## config.mk

```make
export PLATFORM = sky130hd
export DESIGN_NAME = pfla_ctrl
export DESIGN_NICKNAME = d
export VERILOG_FILES = /design/src/hdl/pfla_pkg.sv /design/src/hdl/pfla_ctrl.sv
export SDC_FILE = /design/constraint.sdc
export NUM_CORES = 1
export LEC_CHECK = 0
export ABC_AREA = 1
export BUFFER_PORTS_ARGS = -buffer_cell sky130_fd_sc_hd__buf_4
export CAP_MARGIN = 10
export CORE_AREA = 5 5 42 44
export CTS_CLUSTER_DIAMETER = 100
export CTS_CLUSTER_SIZE = 30
export DETAILED_ROUTE_END_ITERATION = 16
export DIE_AREA = 0 0 47 49
export GPL_TIMING_DRIVEN = 0
export PLACE_DENSITY = 0.48
export SETUP_SLACK_MARGIN = 0.15
export SLEW_MARGIN = 20
export SYNTH_ARGS = -nofsm -noshare
export SYNTH_HDL_FRONTEND = slang
export SYNTH_SLANG_ARGS = --single-unit
```

## constraint.sdc

```tcl
create_clock -name aclk -period 1.5 [get_ports aclk]
set_clock_uncertainty 0.2 [all_clocks]
set_input_delay 0.075 -clock aclk [delete_from_list [all_inputs] [get_ports aclk]]
set_output_delay 0.075 -clock aclk [all_outputs]
set_load 0.05 [all_outputs]
```

## src/hdl/pfla_pkg.sv

```systemverilog
// Shared constants, codes, command/status types and helpers for the page allocator.
`default_nettype none

package pfla_pkg;

    // Sizing
    localparam int CPU_COUNT  = 8;
    localparam int MAX_PAGES  = 32768;
    localparam int PAGE_SHIFT = 12;

    // Fixed field widths
    localparam int KIND_W   = 1;
    localparam int CPU_W    = 3;
    localparam int ADDR_W   = 40;
    localparam int STATUS_W = 2;
    localparam int CFG_W    = 28;
    localparam int CFG_IDX_W = 1;

    // Packed stream widths (whole bytes)
    localparam int S_TDATA_RAW = CPU_W + ADDR_W;
    localparam int S_TDATA_W   = ((S_TDATA_RAW + 7) / 8) * 8;
    localparam int M_TDATA_W   = ((ADDR_W + 7) / 8) * 8;

    // Derived widths
    localparam int CPU_IDX_W = (CPU_COUNT > 1) ? $clog2(CPU_COUNT) : 1;
    localparam int SLOT_W    = $clog2(MAX_PAGES);
    localparam int LINK_W    = $clog2(MAX_PAGES + 1);
    localparam int PFN_W     = ADDR_W - PAGE_SHIFT;
    localparam int CMP_W     = (PFN_W > CFG_W) ? PFN_W : CFG_W;
    localparam int GRANT_W   = ADDR_W + CFG_W;

    // Reset values of the registers
    localparam logic [CFG_W-1:0] LOWEST_PAGE_RST = CFG_W'(524288);
    localparam logic [CFG_W-1:0] TOP_PAGE_RST    = CFG_W'(557056);
    localparam logic [LINK_W-1:0] EMPTY_MARK     = LINK_W'(MAX_PAGES);

    // Register indexes
    localparam logic [CFG_IDX_W-1:0] REG_LOWEST_PAGE = CFG_IDX_W'(0);
    localparam logic [CFG_IDX_W-1:0] REG_TOP_PAGE    = CFG_IDX_W'(1);

    // Request kinds
    localparam logic [KIND_W-1:0] KIND_FREE  = 1'b0;
    localparam logic [KIND_W-1:0] KIND_ALLOC = 1'b1;

    typedef enum logic [STATUS_W-1:0] {
        ST_FREED     = 2'd0,
        ST_ALLOCATED = 2'd1,
        ST_NO_MEMORY = 2'd2,
        ST_BAD_FREE  = 2'd3
    } status_t;

    // Controller -> datapath
    typedef struct packed {
        logic    load_item;    // capture the accepted word
        logic    read_link;    // read next link of the chosen list's top page
        logic    commit_free;  // push the page
        logic    commit_pop;   // pop the page, head takes the read link
        logic    load_result;  // fill the output register
        status_t code;
    } pfla_cmd_t;

    // Datapath -> controller
    typedef struct packed {
        logic is_alloc;
        logic bad_free;
        logic all_empty;
    } pfla_stat_t;

    // cpu index taken modulo CPU_COUNT
    function automatic logic [CPU_IDX_W-1:0] cpu_wrap(input logic [CPU_W-1:0] c);
        int v;
        v = int'(c);
        for (int i = 0; i < (1 << CPU_W); i++) begin
            if (v >= CPU_COUNT) begin
                v = v - CPU_COUNT;
            end
        end
        return CPU_IDX_W'(v);
    endfunction

endpackage

`default_nettype wire

```

## src/hdl/pfla_ctrl.sv

```systemverilog
// Request sequencer: handshakes, state and command generation.
`default_nettype none

module pfla_ctrl
    import pfla_pkg::*;
(
    input  wire logic       aclk,
    input  wire logic       aresetn,
    input  wire logic       s_tvalid,
    output logic            s_tready,
    output logic            m_tvalid,
    input  wire logic       m_tready,
    input  wire pfla_stat_t stat,
    output pfla_cmd_t       cmd
);

    typedef enum logic [1:0] {
        S_IDLE,
        S_DECIDE,
        S_POP
    } state_t;

    state_t state_reg, state_next;
    logic   m_tvalid_reg, m_tvalid_next;
    logic   out_free;

    // output register can take a word this cycle
    assign out_free = !m_tvalid_reg || m_tready;

    always_comb begin
        state_next        = state_reg;
        cmd               = '0;
        cmd.code          = ST_FREED;
        unique case (state_reg)
            S_IDLE: begin
                if (s_tvalid) begin
                    cmd.load_item = 1'b1;
                    state_next    = S_DECIDE;
                end
            end
            S_DECIDE: begin
                if (stat.is_alloc && !stat.all_empty) begin
                    cmd.read_link = 1'b1;
                    state_next    = S_POP;
                end else if (out_free) begin
                    cmd.load_result = 1'b1;
                    state_next      = S_IDLE;
                    if (stat.is_alloc) begin
                        cmd.code = ST_NO_MEMORY;
                    end else if (stat.bad_free) begin
                        cmd.code = ST_BAD_FREE;
                    end else begin
                        cmd.code        = ST_FREED;
                        cmd.commit_free = 1'b1;
                    end
                end
            end
            S_POP: begin
                if (out_free) begin
                    cmd.commit_pop  = 1'b1;
                    cmd.load_result = 1'b1;
                    cmd.code        = ST_ALLOCATED;
                    state_next      = S_IDLE;
                end
            end
            default: begin
                state_next = S_IDLE;
            end
        endcase
    end

    always_comb begin
        m_tvalid_next = m_tvalid_reg;
        if (m_tvalid_reg && m_tready) begin
            m_tvalid_next = 1'b0;
        end
        if (cmd.load_result) begin
            m_tvalid_next = 1'b1;
        end
    end

    always_ff @(posedge aclk) begin
        if (!aresetn) begin
            state_reg    <= S_IDLE;
            m_tvalid_reg <= 1'b0;
        end else begin
            state_reg    <= state_next;
            m_tvalid_reg <= m_tvalid_next;
        end
    end

    assign s_tready = (state_reg == S_IDLE);
    assign m_tvalid = m_tvalid_reg;

endmodule

`default_nettype wire

```

# --- Word level (Yosys, flattened, before mapping) ---
# Index checks and enable logic that the tools add are counted.
op_classes:
  n_eq_ne: 3
  mux: 21
  n_reduce_logical: 7
op_table:
  columns: ["operator", "n"]
  rows:
  - ["2-bit 2-to-1 mux", 6]
  - ["1-bit 2-to-1 mux", 10]
  - ["3-bit 2-to-1 mux", 2]
  - ["2-bit one-hot mux with 3 select lines", 1]
  - ["3-bit one-hot mux with 2 select lines", 1]
  - ["4-bit 2-to-1 mux", 1]
  - ["2-bit by 1-bit == test with 1-bit output (second input constant)", 1]
  - ["2-bit == test (second input constant)", 1]
  - ["1-bit logical AND", 2]
  - ["1-bit logical NOT", 2]
  - ["2-bit logical NOT", 1]
  - ["2-bit inequality test (second input constant)", 1]
  - ["2-bit nonzero test", 1]
  - ["1-bit logical OR", 1]
totals:
  ff_bits: 3
  in_bits: 7
  output_inout_bits: 9

# --- Depth between registers and ports, before layout ---
logic_depth:
  word_depth: 6
  ltp_mapped: 8

# --- Worst setup path before layout ---
# No wires, ideal clock.
synth_path:
  path_kind: "flip-flop to output port"
  start: "register state_reg[1]"
  end: "output cmd[4] (netlist bit)"
  arrival_ps: 2189
  required_time_ps: 1225
  slack_ps: -964
  stages_incl_launch_ff: 5
  path_buffers: 0
  path_cell_list: "dfxtp_1 -> inv_1 -> ha_1 -> inv_1 -> nor4_1"
synth_lines:
  columns: ["item", "line", "text"]
  rows:
  - ["start, declared", "pfla_ctrl.sv:23", "state_t state_reg, state_next;"]
  - ["start signal, assigned", "pfla_ctrl.sv:87", "state_reg <= state_next;"]
  - ["end, declared", "pfla_ctrl.sv:14", "output pfla_cmd_t cmd"]

==> results_dict.tcl <==
set metrics [dict create \
    die_h_um 49 \
    cts_made_buffers 3 \
    core_mm2 0.00140 \
    synth_cell_types 14 \
    final_cells 97 \
    n_antenna_cell 0 \
    via_per_inst 3.99 \
    dr.pass1.iters 2 \
    die_x_um 47 \
    path_clk_slew_ns 0.04 \
    fin_crit_sh_pct 107 \
    largest_register_ffs 2 \
    clockRootBuffer "clkbuf_4" \
    place.gp.congestion 0.630 \
    final_util_pct 52.5 \
    outcome "finished with violations" \
    antenna_left 0 \
    cp.arrival_ns 1.33 \
    io_pins 16 \
    power.total_mw 0.454 \
    clk_latency_ns 0.23 \
    drt_iter0_markers 1 \
    syn_to_final_growth_pct 134 \
    routed_wl_um 886 \
    end_kind "output pin" \
    drc 0 \
    initial_core_util_pct 22.4 \
    holdWs_ns 0.0418 \
    rr_startpoint "state_reg[1]" \
    worstMarginPinSlew_ns 0.222 \
    synth_area_per_cell_um2 6.04 \
    netlist_top_cells_count "inv_1, nand2_1, nand2_2, nor2_1" \
    synthCells 52 \
    powerDensity_mw_per_mm2 617 \
    hold_path_startpoint "m_tready" \
    synth_top_area_share_pct 19.1 \
    start_kind "flip-flop" \
    worst_slack_ns -0.107 \
    hpwl_um 648 \
    wire_per_inst_um 9.13 \
    ys_seq_area_share_pct 19.1 \
    yosys_register_bits 3 \
    leakagePower_nw 0.350 \
    cp.required_ns 1.22 \
    hold_viol_final 0 \
    layout-drive-gt1-share_pct 66.7 \
    violations "negative setup slack" \
    cp_max_fo 3 \
    synth.most_common_cell "inv_1" \
    grt_max_degree 7 \
    final_max_slew_viol_count 0 \
    hold_path_class "input pin to flip-flop" \
    grt_overflow 0 \
    vias 387 \
    peakVddDrop_v 0.000396 \
    synthArstFlopShare_pct 0 \
    max_freq_mhz 622 \
    htreeDepth 1 \
    synth-edff-count 0 \
    portBuffers 15 \
    grt_usage_pct 9.72 \
    synth.area.top_cells "dfxtp_1, inv_1, ha_1" \
    synth_top_area_cell "dfxtp_1" \
    drv_cap 0 \
    finalSetupViolCount 6 \
    cts_tree "done" \
    first_global_vias 423 \
    rows 14 \
    clock_sinks 3 \
    slew_headroom_pct 85.1 \
    cts_buffer_depth 2 \
    placed_cells 83 \
    die-area_mm2 0.00230 \
    fin_crit_ns 1.61 \
    syn_nets 63 \
    nNetsFinal 93 \
    grt_pass1_wl_mm 1.61 \
    synth_area_um2 314 \
    critPathKind "flip-flop to output pin" \
    crit_path_start "state_reg[1]" \
    rsz0062_at_grt "yes" \
    antenna_found_initial 0 \
    synth_top_flop_cell "dfxtp_1" \
    yosysWarnings 0 \
]
[metal layers]
metal  global-route usage (%)  up-vias  share of wire, %
met5                        0        -                 0
met4                     6.91        0                 0
met3                     2.58        0               3.4
met2                     15.6        6                58
met1                     10.3      170                39
li1                         -      211                 -
[worst max-delay path, stage by stage (launching register included)]
cell	delay, ns
dfxtp_4	0.36
inv_4	0.05
ha_4	0.29
nand2_4	0.06
nor3_4	0.16
buf_6	0.18
[power breakdown]
part           switching, mW  internal [mW]  total [mW]
Clock                 0.0409         0.0996       0.141
Sequential           0.00591         0.0837      0.0896
Combinational          0.125         0.0984       0.224
[cell type report]
type / instances / area, um2
Inverter: 15 / 63.8
Clock buffer: 4 / 26.3
Tap cell: 16 / 20.0
Timing Repair Buffer: 25 / 234
Buffer: 1 / 11.3
Sequential cell: 3 / 68.8
Multi-Input combinational cell: 33 / 312
Fill cell: 147 / 666
[final timing paths]
kind | end | slack (ns) | cells after the start
worst max-delay path | cmd[1] | -0.11 | 5
worst max register to register | state_reg[1] | 0.07 | 8
worst min-delay path | m_tvalid | 0.04 | 4
worst min register to register | m_tvalid | 0.41 | 2
[metrics by stage]
stage | cell area, um2 | setup slack [ns] | setup TNS [ns]
detailed placement | 536 | -0.00577 | -0.00577
finish | 736 | -0.107 | -0.363
floorplan | 403 | 0.0299 | 0
global route | 736 | -0.163 | -0.704
CTS | 691 | -0.114 | -0.421
global placement | 536 | -0.00619 | -0.00619
[logic make-up after synthesis]
| family | after synthesis | share of synthesized area (%) |
|---|---|---|
| AO/OA/AOI/OAI | 6 | 10.8 |
| adder cells (fa/ha/maj) | 4 | 15.9 |
| flip-flops | 3 | 19.1 |
| buffers and inverters | 16 | 20.3 |
| AND/OR/NAND/NOR | 23 | 33.9 |
[cells in the final DEF (no fill, tap or decap), types with 2 or more instances in the layout]
master / Yosys / final
inv_1: 15 / 10
nand2_2: 5 / 4
buf_4: 1 / 14
nand2_1: 9 / 7
inv_2: 0 / 2
dfxtp_4: 0 / 2
nand2_4: 0 / 3
buf_8: 0 / 2
dlygate4sd3_1: 0 / 2
nor2_1: 5 / 3
nor2_4: 0 / 3
clkbuf_4: 0 / 3
inv_4: 0 / 3
a21oi_1: 4 / 3
ha_4: 0 / 2
buf_6: 0 / 8
[what timing repair did]
action / 4_1_cts / 5_1_grt
hold endpoints to repair: 3 / 0
cloned: 0 / 0
setup endpoints to repair: 7 / 8
pin swaps: 4 / 6
setup buffers: 6 / 2
hold buffers: 2 / 0
gates resized for setup: 17 / 8
Note: power is estimated with default switching activity, not from simulation.
